### src/rtl/core/owbm_pkg.sv
// Package for the single-wire bus master: payload structs, command and
// phase codes, register indexes and reset values. No dependencies.
package owbm_pkg;

  typedef struct packed {
    logic [1:0] kind;
    logic [7:0] write_byte;
    logic       line_level;
  } owbm_in_t;

  typedef struct packed {
    logic       drive_low;
    logic       busy_res;
    logic       done_res;
    logic       presence_ok;
    logic [7:0] read_byte;
  } owbm_out_t;

  typedef enum logic [1:0] {
    CMD_NONE  = 2'd0,
    CMD_RESET = 2'd1,
    CMD_WRITE = 2'd2,
    CMD_READ  = 2'd3
  } cmd_e;

  typedef struct packed {
    cmd_e       cmd;
    logic [7:0] write_byte;
    logic       line_level;
  } owbm_item_t;

  typedef enum logic [3:0] {
    PH_IDLE      = 4'd0,
    PH_RST_LOW   = 4'd1,
    PH_RST_REL   = 4'd2,
    PH_PRES_LOW  = 4'd3,
    PH_PRES_HIGH = 4'd4,
    PH_RECOVER   = 4'd5,
    PH_WR_LOW    = 4'd6,
    PH_WR_HIGH   = 4'd7,
    PH_RD_LOW    = 4'd8,
    PH_RD_REL    = 4'd9,
    PH_RD_TAIL   = 4'd10
  } phase_e;

  typedef enum logic [2:0] {
    CFG_RESET_LOW   = 3'd0,
    CFG_PRES_LOW    = 3'd1,
    CFG_PRES_HIGH   = 3'd2,
    CFG_WR1_LOW     = 3'd3,
    CFG_WR1_HIGH    = 3'd4,
    CFG_WR0_LOW     = 3'd5,
    CFG_RD_LOW      = 3'd6,
    CFG_RD_TAIL     = 3'd7
  } cfg_idx_e;

  localparam int unsigned CfgW = 10;

  localparam logic [CfgW-1:0] RstLowReset   = 10'd500;
  localparam logic [CfgW-1:0] PresLowReset  = 10'd50;
  localparam logic [CfgW-1:0] PresHighReset = 10'd250;
  localparam logic [CfgW-1:0] Wr1LowReset   = 10'd8;
  localparam logic [CfgW-1:0] Wr1HighReset  = 10'd80;
  localparam logic [CfgW-1:0] Wr0LowReset   = 10'd80;
  localparam logic [CfgW-1:0] RdLowReset    = 10'd2;
  localparam logic [CfgW-1:0] RdTailReset   = 10'd70;

  localparam logic [CfgW-1:0] RecoveryTicks = 10'd10;
  localparam logic [CfgW-1:0] Wr0HighTicks  = 10'd5;
  localparam logic [CfgW-1:0] OneTick       = 10'd1;

endpackage

### src/rtl/core/owbm_front.sv
// Front end: accepts input transfers, decodes the command kind and holds
// items in a two-entry queue for the engine. Depends on owbm_pkg.
module owbm_front import owbm_pkg::*; (
  input  logic       clk_i,
  input  logic       rst_ni,
  input  logic       in_valid_i,
  output logic       in_ready_o,
  input  owbm_in_t   in_data_i,
  output logic       item_valid_o,
  output owbm_item_t item_o,
  input  logic       item_pop_i
);

  owbm_item_t  slot_q [2];
  logic        wr_ptr_q, wr_ptr_d;
  logic        rd_ptr_q, rd_ptr_d;
  logic [1:0]  cnt_q, cnt_d;
  logic        push, pop;
  owbm_item_t  item_new;

  always_comb begin
    item_new.write_byte = in_data_i.write_byte;
    item_new.line_level = in_data_i.line_level;
    case (cmd_e'(in_data_i.kind))
      CMD_RESET: item_new.cmd = CMD_RESET;
      CMD_WRITE: item_new.cmd = CMD_WRITE;
      CMD_READ:  item_new.cmd = CMD_READ;
      default:   item_new.cmd = CMD_NONE;
    endcase
  end

  assign in_ready_o   = (cnt_q != 2'd2);
  assign item_valid_o = (cnt_q != 2'd0);
  assign item_o       = slot_q[rd_ptr_q];
  assign push         = in_valid_i && in_ready_o;
  assign pop          = item_pop_i && item_valid_o;

  always_comb begin
    wr_ptr_d = push ? ~wr_ptr_q : wr_ptr_q;
    rd_ptr_d = pop ? ~rd_ptr_q : rd_ptr_q;
    cnt_d    = cnt_q + {1'b0, push} - {1'b0, pop};
  end

  always_ff @(posedge clk_i or negedge rst_ni) begin
    if (!rst_ni) begin
      wr_ptr_q <= 1'b0;
      rd_ptr_q <= 1'b0;
      cnt_q    <= 2'd0;
    end else begin
      wr_ptr_q <= wr_ptr_d;
      rd_ptr_q <= rd_ptr_d;
      cnt_q    <= cnt_d;
    end
  end

  always_ff @(posedge clk_i) begin
    if (push) begin
      slot_q[wr_ptr_q] <= item_new;
    end
  end

endmodule

### src/rtl/core/owbm_back.sv
// Back end: timing registers, the slot engine advanced once per item and
// the output register. Depends on owbm_pkg.
module owbm_back import owbm_pkg::*; #(
  parameter int unsigned COUNT_WIDTH = 10
) (
  input  logic            clk_i,
  input  logic            rst_ni,
  input  logic            cfg_we_i,
  input  cfg_idx_e        cfg_idx_i,
  input  logic [CfgW-1:0] cfg_data_i,
  input  logic            item_valid_i,
  input  owbm_item_t      item_i,
  output logic            item_pop_o,
  output logic            out_valid_o,
  input  logic            out_ready_i,
  output owbm_out_t       out_data_o
);

  localparam int unsigned LW = (COUNT_WIDTH > CfgW) ? COUNT_WIDTH : CfgW;
  localparam logic [LW-1:0] CntMax = LW'({COUNT_WIDTH{1'b1}});

  logic [CfgW-1:0] rst_low_q, pres_low_q, pres_high_q, wr1_low_q;
  logic [CfgW-1:0] wr1_high_q, wr0_low_q, rd_low_q, rd_tail_q;

  phase_e                 phase_q, phase_d;
  logic [COUNT_WIDTH-1:0] tick_q, tick_d;
  logic [2:0]             bit_q, bit_d;
  logic [7:0]             shift_q, shift_d;
  logic                   pres_q, pres_d;
  logic                   cur_q, cur_d;
  logic [7:0]             rd_res_q, rd_res_d;

  logic      out_valid_q;
  owbm_out_t out_q, out_d;
  logic      step;

  assign step        = item_valid_i && (!out_valid_q || out_ready_i);
  assign item_pop_o  = step;
  assign out_valid_o = out_valid_q;
  assign out_data_o  = out_q;

  always_ff @(posedge clk_i or negedge rst_ni) begin
    if (!rst_ni) begin
      rst_low_q   <= RstLowReset;
      pres_low_q  <= PresLowReset;
      pres_high_q <= PresHighReset;
      wr1_low_q   <= Wr1LowReset;
      wr1_high_q  <= Wr1HighReset;
      wr0_low_q   <= Wr0LowReset;
      rd_low_q    <= RdLowReset;
      rd_tail_q   <= RdTailReset;
    end else if (cfg_we_i) begin
      case (cfg_idx_i)
        CFG_RESET_LOW: rst_low_q   <= cfg_data_i;
        CFG_PRES_LOW:  pres_low_q  <= cfg_data_i;
        CFG_PRES_HIGH: pres_high_q <= cfg_data_i;
        CFG_WR1_LOW:   wr1_low_q   <= cfg_data_i;
        CFG_WR1_HIGH:  wr1_high_q  <= cfg_data_i;
        CFG_WR0_LOW:   wr0_low_q   <= cfg_data_i;
        CFG_RD_LOW:    rd_low_q    <= cfg_data_i;
        CFG_RD_TAIL:   rd_tail_q   <= cfg_data_i;
        default: ;
      endcase
    end
  end

  always_comb begin
    phase_e                 ph;
    logic [COUNT_WIDTH-1:0] tk;
    logic [CfgW-1:0]        dur;
    logic [LW-1:0]          lim;
    logic                   expd;
    logic                   counting;
    logic                   drive;
    logic                   done;

    ph       = phase_q;
    tk       = tick_q;
    bit_d    = bit_q;
    shift_d  = shift_q;
    pres_d   = pres_q;
    cur_d    = cur_q;
    rd_res_d = rd_res_q;
    drive    = 1'b0;
    done     = 1'b0;
    counting = 1'b0;
    dur      = OneTick;

    if (phase_q == PH_IDLE && item_i.cmd != CMD_NONE) begin
      bit_d = 3'd0;
      tk    = '0;
      case (item_i.cmd)
        CMD_RESET: ph = PH_RST_LOW;
        CMD_WRITE: begin
          shift_d = item_i.write_byte;
          cur_d   = item_i.write_byte[0];
          ph      = PH_WR_LOW;
        end
        default: begin
          shift_d = 8'd0;
          ph      = PH_RD_LOW;
        end
      endcase
    end

    case (ph)
      PH_RST_LOW:   dur = rst_low_q;
      PH_PRES_LOW:  dur = pres_low_q;
      PH_PRES_HIGH: dur = pres_high_q;
      PH_RECOVER:   dur = RecoveryTicks;
      PH_WR_LOW:    dur = cur_d ? wr1_low_q : wr0_low_q;
      PH_WR_HIGH:   dur = cur_d ? wr1_high_q : Wr0HighTicks;
      PH_RD_LOW:    dur = rd_low_q;
      PH_RD_TAIL:   dur = rd_tail_q;
      default:      dur = OneTick;
    endcase
    lim = (dur == '0) ? LW'(1) : LW'(dur);
    if (lim > CntMax) begin
      lim = CntMax;
    end
    expd = ({1'b0, LW'(tk)} + (LW + 1)'(1)) >= {1'b0, lim};

    phase_d = ph;
    tick_d  = tk;

    case (ph)
      PH_IDLE: ;
      PH_RST_LOW: begin
        drive    = 1'b1;
        counting = 1'b1;
        if (expd) phase_d = PH_RST_REL;
      end
      PH_RST_REL: begin
        counting = 1'b1;
        if (expd) phase_d = PH_PRES_LOW;
      end
      PH_PRES_LOW: begin
        if (!item_i.line_level) begin
          phase_d = PH_PRES_HIGH;
        end else begin
          counting = 1'b1;
          if (expd) begin
            pres_d  = 1'b0;
            done    = 1'b1;
            phase_d = PH_IDLE;
          end
        end
      end
      PH_PRES_HIGH: begin
        if (item_i.line_level) begin
          phase_d = PH_RECOVER;
        end else begin
          counting = 1'b1;
          if (expd) begin
            pres_d  = 1'b0;
            done    = 1'b1;
            phase_d = PH_IDLE;
          end
        end
      end
      PH_RECOVER: begin
        counting = 1'b1;
        if (expd) begin
          pres_d  = 1'b1;
          done    = 1'b1;
          phase_d = PH_IDLE;
        end
      end
      PH_WR_LOW: begin
        drive    = 1'b1;
        counting = 1'b1;
        if (expd) phase_d = PH_WR_HIGH;
      end
      PH_WR_HIGH: begin
        counting = 1'b1;
        if (expd) begin
          shift_d = {1'b0, shift_d[7:1]};
          if (bit_d == 3'd7) begin
            done    = 1'b1;
            phase_d = PH_IDLE;
          end else begin
            bit_d   = bit_d + 3'd1;
            cur_d   = shift_d[0];
            phase_d = PH_WR_LOW;
          end
        end
      end
      PH_RD_LOW: begin
        drive    = 1'b1;
        counting = 1'b1;
        if (expd) phase_d = PH_RD_REL;
      end
      PH_RD_REL: begin
        counting = 1'b1;
        if (expd) phase_d = PH_RD_TAIL;
      end
      PH_RD_TAIL: begin
        if (tk == '0) begin
          shift_d = {item_i.line_level, shift_d[7:1]};
        end
        counting = 1'b1;
        if (expd) begin
          if (bit_d == 3'd7) begin
            rd_res_d = shift_d;
            done     = 1'b1;
            phase_d  = PH_IDLE;
          end else begin
            bit_d   = bit_d + 3'd1;
            phase_d = PH_RD_LOW;
          end
        end
      end
      default: phase_d = PH_IDLE;
    endcase

    if (phase_d != ph) begin
      tick_d = '0;
    end else if (counting && !expd) begin
      tick_d = tk + COUNT_WIDTH'(1);
    end

    out_d.drive_low   = drive;
    out_d.busy_res    = (phase_d != PH_IDLE);
    out_d.done_res    = done;
    out_d.presence_ok = pres_d;
    out_d.read_byte   = rd_res_d;
  end

  always_ff @(posedge clk_i or negedge rst_ni) begin
    if (!rst_ni) begin
      phase_q     <= PH_IDLE;
      tick_q      <= '0;
      bit_q       <= 3'd0;
      shift_q     <= 8'd0;
      pres_q      <= 1'b0;
      cur_q       <= 1'b0;
      rd_res_q    <= 8'd0;
      out_valid_q <= 1'b0;
    end else begin
      if (step) begin
        phase_q  <= phase_d;
        tick_q   <= tick_d;
        bit_q    <= bit_d;
        shift_q  <= shift_d;
        pres_q   <= pres_d;
        cur_q    <= cur_d;
        rd_res_q <= rd_res_d;
      end
      if (step) begin
        out_valid_q <= 1'b1;
      end else if (out_ready_i) begin
        out_valid_q <= 1'b0;
      end
    end
  end

  always_ff @(posedge clk_i) begin
    if (step) begin
      out_q <= out_d;
    end
  end

endmodule

### src/rtl/core/one_wire_bus_master.sv
// Single-wire bus master top level: front queue plus slot engine.
// Path: an input is held in the front queue, then stepped through the
// engine into the output register, from which it transfers.
// Throughput: one item per cycle while the output is not stalled; the engine
// steps once per item, through a two-entry queue and a registered output.
// Reset: asynchronous, active low; idle, timing registers at defaults.
// Depends on owbm_pkg, owbm_front, owbm_back.
module one_wire_bus_master import owbm_pkg::*; #(
  parameter int unsigned COUNT_WIDTH = 10
) (
  input  logic            clk_i,
  input  logic            rst_ni,
  input  logic            in_valid_i,
  output logic            in_ready_o,
  input  owbm_in_t        in_data_i,
  output logic            out_valid_o,
  input  logic            out_ready_i,
  output owbm_out_t       out_data_o,
  input  logic            cfg_valid_i,
  output logic            cfg_ready_o,
  input  logic [2:0]      cfg_index_i,
  input  logic [CfgW-1:0] cfg_data_i
);

  logic       item_valid;
  owbm_item_t item;
  logic       item_pop;

  assign cfg_ready_o = 1'b1;

  owbm_front u_front (
    .clk_i        (clk_i),
    .rst_ni       (rst_ni),
    .in_valid_i   (in_valid_i),
    .in_ready_o   (in_ready_o),
    .in_data_i    (in_data_i),
    .item_valid_o (item_valid),
    .item_o       (item),
    .item_pop_i   (item_pop)
  );

  owbm_back #(
    .COUNT_WIDTH (COUNT_WIDTH)
  ) u_back (
    .clk_i        (clk_i),
    .rst_ni       (rst_ni),
    .cfg_we_i     (cfg_valid_i && cfg_ready_o),
    .cfg_idx_i    (cfg_idx_e'(cfg_index_i)),
    .cfg_data_i   (cfg_data_i),
    .item_valid_i (item_valid),
    .item_i       (item),
    .item_pop_o   (item_pop),
    .out_valid_o  (out_valid_o),
    .out_ready_i  (out_ready_i),
    .out_data_o   (out_data_o)
  );

endmodule
### config.mk
export PLATFORM = sky130hd
export DESIGN_NAME = one_wire_bus_master
export DESIGN_NICKNAME = d
export VERILOG_FILES = /design/src/rtl/core/owbm_pkg.sv /design/src/rtl/core/owbm_front.sv /design/src/rtl/core/owbm_back.sv /design/src/rtl/core/one_wire_bus_master.sv
export SDC_FILE = /design/constraint.sdc
export NUM_CORES = 1
export LEC_CHECK = 0
export ABC_AREA = 1
export BUFFER_PORTS_ARGS = -buffer_cell sky130_fd_sc_hd__buf_2
export CORE_MARGIN = 2
export CORE_UTILIZATION = 45
export DETAILED_ROUTE_END_ITERATION = 10
export GPL_TIMING_DRIVEN = 0
export PLACE_DENSITY = 0.73
export REMOVE_ABC_BUFFERS = 1
export SYNTH_ARGS = -nofsm -noshare
export SYNTH_HDL_FRONTEND = slang
export SYNTH_SLANG_ARGS = --single-unit
export TNS_END_PERCENT = 50
### constraint.sdc
create_clock -name clk_i -period 5.3 [get_ports clk_i]
set_clock_uncertainty 0.1 [all_clocks]
set_input_delay 0.265 -clock clk_i [delete_from_list [all_inputs] [get_ports clk_i]]
set_output_delay 0.265 -clock clk_i [all_outputs]
set_load 0.05 [all_outputs]
# == Yosys cells after proc, flatten, opt, wreduce, memory -nomap -nowiden ==
# Memory sizes are Yosys's and may differ from the RTL's.
# Cells that the tools add are included.
# classes
bitwise,2
add_sub_neg,5
n_lt_le_gt_ge,2
muxes,60
reduce_logical,28
eq_ne,25
# ops
operator,count
case mux 10 bit (8 select lines),1
two-way mux 10 bit,7
two-way mux 4 bit,12
two-way mux 8 bit,6
case mux 4 bit (11 select lines),1
case mux 8 bit (2 select lines),2
two-way mux 1 bit,21
logical NOT 10 bit,2
equality test 4 x 3 -> 1 bit (second input constant),4
AND reduction 2 bit,8
equality test 3 bit (second input constant),5
two-way mux 3 bit,5
equality test 4 bit (second input constant),3
adder 10 x 1 -> 11 bit (second input constant),1
greater-or-equal comparator 11 x 10 -> 1 bit,1
adder 10 x 1 -> 10 bit (second input constant),1
> comparator 10 bit (second input constant),1
equality test 4 x 2 -> 1 bit (second input constant),2
logical NOT 4 bit,2
case mux 4 bit (2 select lines),1
OR reduction 8 bit,1
equality test 2 bit (second input constant),3
equality test 3 x 2 -> 1 bit (second input constant),2
case mux 1 bit (3 select lines),2
19 further kinds,28
# totals
regBits,132
memories,1
ramBits,22
in_bits,29
out_inout_bits,15
word_cells,147
# memory_table
name,words,width,rd,rd_ports_with_merged_regs,wr,line_no,source
u_front.slot_q,2,11,1,0,1,owbm_front.sv:14,owbm_item_t slot_q [2];

# == Depth between registers and ports, before layout ==
# Gate-level depths: netlist (run 1).
# An unclocked memory read counts as a cell.
# logic_depth
ltp_word,16
mapped_depth,37

# == By module ==
# A second synthesis (run 1) with hierarchy kept.
# unflattened
cells_unflattened,1064
area_unflattened_um2,8416.8
# by_module_without_submodules
module,area_per_inst_um2,instances,cells_per_inst
owbm_back,7368.3,1,971
owbm_front,1037.2,1,91
one_wire_bus_master,11.3,1,2

# == Worst setup path before layout (run 1) ==
# OpenSTA, ideal clock, no wires.
# synth_path
path_kind,register to register
from,reg u_front.rd_ptr_q
to,reg u_back.tick_q[0]
path_stages_with_launch,36
setup_time_ps,66
n_path_buf,3
required_time_ps,5134
setup_slack_ps,921
arrival_time_ps,4213
path_cell_list,dfrtp_1 -> inv_1 -> clkbuf_1 -> or2_2 -> o21ai_0 -> ha_1 -> nor2_4 -> nand3_4 -> buf_6 -> nand2_1 -> nand2_2 -> nor2_8 -> nand2_4 -> nor2_1 -> nand2_1 -> nand2_1 -> nor2_1 -> nand2_1 -> inv_1 -> ha_1 -> nand2_1 -> inv_1 -> nand2_1 -> nand2_1 -> nand2_1 -> nand4_1 -> nand2_1 -> nand2_2 -> buf_6 -> nand2_1 -> nand3_1 -> nand2_2 -> nand2_2 -> a21oi_4 -> nand4_1 -> nand2_1
# synth_between
elab_chain_cells,16
elab_cells_between_ends,55
classes_between,2 x add/sub; 2 x order compare; 14 x eq/ne; 29 x mux; 7 x reduce/logical; 1 x memory
# synth_lines
item,line_no,source
"start, declared",owbm_front.sv:16,"logic rd_ptr_q, rd_ptr_d;"
"start signal, assigned",owbm_front.sv:51,rd_ptr_q <= rd_ptr_d;
memory read (2 x 11 bit) *,-,
equality test 2 bit (tied with other cells),owbm_back.sv:92,case (item_i.cmd)
case mux 4 bit (2 select lines) (tied with other cells),owbm_back.sv:92,
two-way mux 4 bit or two-way mux 1 bit (tied branches),owbm_back.sv:89,if (phase_q == PH_IDLE && item_i.cmd != CMD_NONE) begin
equality test 4 bit (tied with other cells),"owbm_back.sv:106, owbm_back.sv:126",
case mux 10 bit (8 select lines),owbm_back.sv:106,case (ph)
logical NOT 10 bit,owbm_back.sv:117,lim = (dur == '0) ? LW'(1) : LW'(dur);
two-way mux 10 bit,owbm_back.sv:117,
> comparator 10 bit,owbm_back.sv:118,if (lim > CntMax) begin
two-way mux 10 bit,owbm_back.sv:118,
greater-or-equal comparator 11 x 10 -> 1 bit,owbm_back.sv:121,"expd = ({1'b0, LW'(tk)} + (LW + 1)'(1)) >= {1'b0, lim};"
two-way mux 4 bit,"owbm_back.sv:142, owbm_back.sv:154, owbm_back.sv:163",
"two-way mux 4 bit, on equally long branches","owbm_back.sv:150, owbm_back.sv:138",
case mux 4 bit (11 select lines),owbm_back.sv:126,case (ph)
inequality test 4 bit,owbm_back.sv:216,if (phase_d != ph) begin
two-way mux 10 bit *,owbm_back.sv:216,
"end signal, assigned",owbm_back.sv:242,tick_q <= tick_d;
"end, declared",owbm_back.sv:26,"logic [COUNT_WIDTH-1:0] tick_q, tick_d;"
# Mark *: on every way between the ends. The rest lies on a longest branch, timed or not.
# A chain may end at the register's enable or synchronous reset.

# == Final worst setup path (run 1) ==
# layout_path
from,reg u_front.rd_ptr_q
to,reg u_back.tick_q[7]
# The elaborated chain is that of the path after synthesis.

==> impl_metrics.json, run 1 <==
{
  "clk_pin_slew_ps": 60,
  "synthCells": 1071,
  "drive_gt1_share_pct": 16.6,
  "htreeDepth": 4,
  "via_per_inst": 5.29,
  "ant_nets": 0,
  "cts.path.max_buffers": 2,
  "rows": 50,
  "clkSinkCount": 154,
  "via_count": 7317,
  "drv_slew": 0,
  "synthXorXnorAreaFrac_pct": 0.830,
  "gp_congestion": 0.880,
  "syn-cell-area_sq_um": 8440,
  "routedWlPerCell_microns": 15.2,
  "place_ws_ps": -1760,
  "end_kind": "flip-flop",
  "post-synth-top-area-cell": "dfrtp_1",
  "finalSetupViolCount": 0,
  "crit_buf_inv": 5,
  "slowest_stage": "dfrtp_2",
  "post-route-period-util_pct": 92.4,
  "ys_ff_latch": 154,
  "area_growth_pct": 17.4,
  "path_max_fanout": 13,
  "fin_nets": 1183,
  "fmax_ghz": 0.204,
  "clk_latency_ps": 430,
  "critPathLaunchType": "flip-flop",
  "drc": 0,
  "hold_viol": 0,
  "num_antenna_cells": 0,
  "grt_pass1_vias": 6893,
  "yosysWarnings": 0,
  "synth_common_cells": "318 x nand2_1, 129 x o21ai_0, 120 x inv_1",
  "die-area_sq_um": 19900,
  "largest_register": "u_front.slot_q",
  "grt_max_degree": 64,
  "ios": 44,
  "first_pass_iters": 5,
  "max_slew.worst_pin.slew_ps": 1030,
  "routed_wl_microns": 21000,
  "start_util_pct": 45.4,
  "synth_seq_area_share_pct": 48.0,
  "synthMuxAreaShare_pct": 0,
  "grt_pass1_wl_microns": 34500,
  "portBuffers": 42,
  "status": "completed",
  "layout_setup_ws_ps": 401,
  "r2r_cells": 34,
  "hold_class": "input pin to flip-flop",
  "chipWidth_microns": 141,
  "synth-edff-count": 34,
  "synth_cell_types": 45,
  "critical_path_class": "flip-flop to flip-flop",
  "fin_crit_ps": 4900,
  "antenna_found_initial": 0,
  "numCtsBuffers": 17,
  "drt_iter0_drc": 697,
  "slowest_delay_ps": 390,
  "cts_tree": "built",
  "synth_flop_cell": "dfrtp_1",
  "yosys-top-cells-area": "dfrtp_1 28%, nand2_1 14%, edfxtp_1 12%",
  "hpwl_microns": 13800,
  "synth_simple_gate_area_share_pct": 27.5,
  "critPathRequiredTime_ps": 5570,
  "path_depth": 34,
  "largest_reg_flops": 22,
  "cp.arrival_ps": 5170,
  "path_delay_family": "simple AND/OR/NAND/NOR gates",
  "grt_overflow_total": 0,
  "rsz0062_at_grt": "false",
  "synthAdderAreaFrac_pct": 2.82,
  "grt_usage_pct": 21.9,
  "synth-compound-area-share_pct": 12.9,
  "syn_avg_cell_area_sq_um": 7.88,
  "synth_top_family_by_area": "simple AND/OR/NAND/NOR gates",
  "die_h_microns": 141,
  "core_area_sq_um": 18600,
  "yosysTopAreaCellShare_pct": 28.5,
  "async_reset_ff_share_pct": 77.9,
  "finalSetupTns_ps": 0,
  "yosysMostFrequentCell": "nand2_1",
  "hold_depth": 5,
  "maxCapViolCount": 0,
  "slew_headroom_pct": 31.3,
  "crit_top_cell": "nand2_1",
  "root_buffer": "clkbuf_16"
}
-- kinds of logic after synthesis --
group                    after synthesis
flip-flops                           154
XOR/XNOR                               8
AND/OR/NAND/NOR                      523
buffers and inverters                170
other                                  1
adder cells (fa/ha/maj)               19
AO/OA/AOI/OAI                        196
-- area by class of cell --
type / instances / area (sq um)
Timing Repair Buffer: 82 / 622
Tap cell: 234 / 293
Clock inverter: 11 / 168
Fill cell: 1682 / 8680
Inverter: 132 / 512
Clock buffer: 21 / 440
Sequential cell: 154 / 4060
Multi-Input combinational cell: 748 / 3810
-- layout by cell type, fill, tap and decap left out, types with 3 or more instances in the layout --
cell and n:
nand3_1 49, a31oi_1 10, clkbuf_16 17, dfstp_2 24
nand3b_1 3, clkinvlp_4 4, bufinv_16 4, buf_4 14
nand2_1 315, nor3_1 4, o22ai_1 10, inv_6 3
nor2_1 81, nand4_1 21, nor2_4 7, dfrtp_1 95
dlygate4sd3_1 23, o21ai_2 10, nand3_2 8, inv_2 11
clkinv_1 3, a32oi_1 6, xor2_1 6, ha_1 18
nand2_4 9, o21ai_1 14, o21ai_0 127, nor2_2 4
buf_2 41, nand2_2 14, clkbuf_1 4, edfxtp_1 34
inv_1 115, or2_2 3, a21oi_1 11
-- through the flow --
stage / cells / hold WS [ps] / util [%] / cell area [sq um]
6_report: 1382 / 128 / 53.3 / 9900
5_1_grt: 1382 / 183 / 53.3 / 9900
4_1_cts: 1377 / 114 / 52.9 / 9840
3_5_place_dp: 1312 / 178 / 47.7 / 8860
3_3_place_gp: 1309 / 355 / 47.2 / 8770
2_1_floorplan: 1033 / -131 / - / 8260
-- path summary, 6_finish.rpt --
kind	from	endpoint	slack (ps)
setup / recovery	u_front.rd_ptr_q$_DFFE_PN0P_	u_back.tick_q[7]$_DFFE_PN0P_	400
max in group asynchronous	rst_ni	u_back.pres_high_q[3]$_DFFE_PN1P_	4110
setup reg to reg	u_front.rd_ptr_q$_DFFE_PN0P_	u_back.tick_q[7]$_DFFE_PN0P_	400
hold / removal	in_valid_i	u_front.wr_ptr_q$_DFFE_PN0P_	130
hold reg to reg	u_back.cur_q$_DFFE_PN0P_	u_back.cur_q$_DFFE_PN0P_	380
min in group asynchronous	rst_ni	u_back.rd_tail_q[7]$_DFFE_PN0P_	270
-- worst register-to-register path: cells and delay by family (launching register included) --
kind / cells / cell delay, ps
AO/OA/AOI/OAI: 5 / 830
adder cells (fa/ha/maj): 2 / 430
buffers and inverters: 5 / 580
AND/OR/NAND/NOR: 22 / 2510
flip-flops: 1 / 390
-- timing repair --
item / 4_1_cts / 5_1_grt
cloned: 1 / 0
hold buffers: 23 / 0
hold endpoints to repair: 77 / 0
gates resized for setup: 20 / 8
buffers inserted: 9 / 5
endpoints found under the setup margin: 46 / 29
pin swaps: 4 / 0
-- routing by layer --
| metal | up-vias | part of all wire [%] | global-route usage [%] |
|---|---|---|---|
| li1 | 3616 | - | - |
| met1 | 3459 | 45 | 29.5 |
| met2 | 212 | 48 | 36.2 |
| met3 | 30 | 5.0 | 4.01 |
| met4 | 0 | 1.8 | 6.58 |
| met5 | - | 0 | 0 |
Power of run 1 is not shown: default switching activity piles up to over one toggle a cycle in this logic, so the estimate is an artifact.
==> run 2: changes to the inputs <==
--- a/config.mk
+++ b/config.mk
@@ -12,7 +12,7 @@
 export DETAILED_ROUTE_END_ITERATION = 10
 export GPL_TIMING_DRIVEN = 0
 export PLACE_DENSITY = 0.73
-export REMOVE_ABC_BUFFERS = 1
+export RECOVER_POWER = 25
 export SYNTH_ARGS = -nofsm -noshare
 export SYNTH_HDL_FRONTEND = slang
 export SYNTH_SLANG_ARGS = --single-unit
==> impl_metrics.json, run 2 (synthesis results as in run 1) <==
{
  "clk_pin_slew_ps": 60,
  "syn_nets": 1119,
  "ant_nets": 0,
  "root_buffer": "clkbuf_16",
  "fin_crit_ps": 4970,
  "grt.met2_usage_pct": 40.2,
  "layout_commonest_cell": "nand2_1",
  "grt_max_degree": 65,
  "cts_tree": "built",
  "htreeDepth": 4,
  "drc": 0,
  "grt_usage_pct": 23.3,
  "routed_wl_microns": 22500,
  "via_count": 7576,
  "cts.path.max_buffers": 2,
  "drv_slew": 57,
  "post-route-period-util_pct": 93.9,
  "max_slew.worst_pin.slew_ps": 3220,
  "mostFrequentLayoutCells": "316 x nand2_1, 123 x o21ai_0, 118 x inv_1",
  "drive_gt1_share_pct": 15.4,
  "final-seq-area_sq_um": 4060,
  "status": "finished with violations",
  "clkSinkCount": 154,
  "violations": "max-capacitance violations, max-slew violations",
  "grt.met1_usage_pct": 28.7,
  "grt_overflow_total": 0,
  "num_antenna_cells": 0,
  "cp.arrival_ps": 5240,
  "critPathLaunchType": "flip-flop",
  "grtUsageMet3_pct": 4.28,
  "fmax_ghz": 0.201,
  "path_max_fanout": 11,
  "routedWlPerCell_microns": 16.0,
  "hold_viol": 0,
  "grt_pass1_wl_microns": 36500,
  "die_h_microns": 141,
  "antenna_found_initial": 0,
  "busiest_layer": "met2",
  "multiInputGateArea_sq_um": 3760,
  "maxCapViolCount": 1,
  "hold_class": "input pin to flip-flop",
  "ios": 44,
  "numCtsBuffers": 17,
  "fin_cells": 1404,
  "fin_nets": 1205,
  "first_pass_iters": 5,
  "clk_latency_ps": 430,
  "hpwl_microns": 15900,
  "nFillCells": 1707,
  "area_growth_pct": 17.6,
  "drt_iter0_drc": 631,
  "crit_top_cell": "nand2_1",
  "chipWidth_microns": 141,
  "portBuffers": 40,
  "core_area_sq_um": 18600,
  "critPathRequiredTime_ps": 5570,
  "die-area_sq_um": 19900,
  "grt_pass1_vias": 7465,
  "slew_headroom_pct": -115,
  "slowest_delay_ps": 450,
  "finalSetupViolCount": 0,
  "slowest_stage": "dfrtp_2",
  "largest_reg_flops": 22,
  "start_util_pct": 45.4,
  "via_per_inst": 5.40,
  "gp_congestion": 0.920,
  "end_kind": "flip-flop",
  "place_inst": 1346,
  "critical_path_class": "flip-flop to flip-flop",
  "largest_register": "u_front.slot_q",
  "rows": 50
}
## run 2: final timing paths
kind                       slack (ps)  cells past startpoint                                 to                        startpoint
min reg2reg                       380                      2   u_back.wr1_high_q[0]$_DFFE_PN0P_  u_back.wr1_high_q[0]$_DFFE_PN0P_
max reg2reg                       330                     35       u_back.tick_q[9]$_DFFE_PN0P_      u_front.rd_ptr_q$_DFFE_PN0P_
min in group asynchronous        1340                      2     u_back.rd_res_q[5]$_DFFE_PN0P_                            rst_ni
max in group asynchronous        1910                      2  u_back.pres_high_q[0]$_DFFE_PN0P_                            rst_ni
min                               140                      5       u_front.wr_ptr_q$_DFFE_PN0P_                        in_valid_i
max                               330                     35       u_back.tick_q[9]$_DFFE_PN0P_      u_front.rd_ptr_q$_DFFE_PN0P_
## run 2: cell type report
cell class                      count  area share (%)
Buffer                             36            1.78
Clock buffer                       22            5.22
Clock inverter                     10            1.24
Inverter                          132            5.02
Multi-Input combinational cell    747            37.9
Sequential cell                   154            40.9
Tap cell                          234            2.95
Timing Repair Buffer               69            5.04
## run 2: routing by layer
metal  vias up  part of all wire, %  wire (microns)
met5         -                    0               0
met4         0                  3.2             720
met3        50                  5.3            1190
met2       256                   50           11300
met1      3620                   41            9330
li1       3650                    -               -
## run 2: critical path: cells and delay by family (launching register included)
family | cells | cell delay (ps)
AO/OA/AOI/OAI | 4 | 610
adder cells (fa/ha/maj) | 2 | 400
buffers and inverters | 7 | 960
flip-flops | 1 | 450
AND/OR/NAND/NOR | 22 | 2360
## run 2: metrics by stage
stage	setup TNS, ps	utilization [%]	hold slack, ps	setup WS, ps	area, sq um
after floorplan	0	-	-131	921	8440
after global placement	-8160	48.1	354	-409	8930
after detailed placement	-10730	48.2	166	-489	8960
after CTS	0	53.0	137	18.1	9850
after global routing	-527	53.4	179	-71.1	9920
final	0	53.4	143	326	9920
## run 2: timing repair
action | 4_1_cts | 5_1_grt
endpoints found under the setup margin | 41 | 45
buffers inserted | 1 | 4
hold buffers | 23 | 0
gates cloned | 0 | 0
pin swaps | 1 | 3
resized for setup | 6 | 23
endpoints found under the hold margin | 73 | 0
Power of run 2 is left out for the same reason.
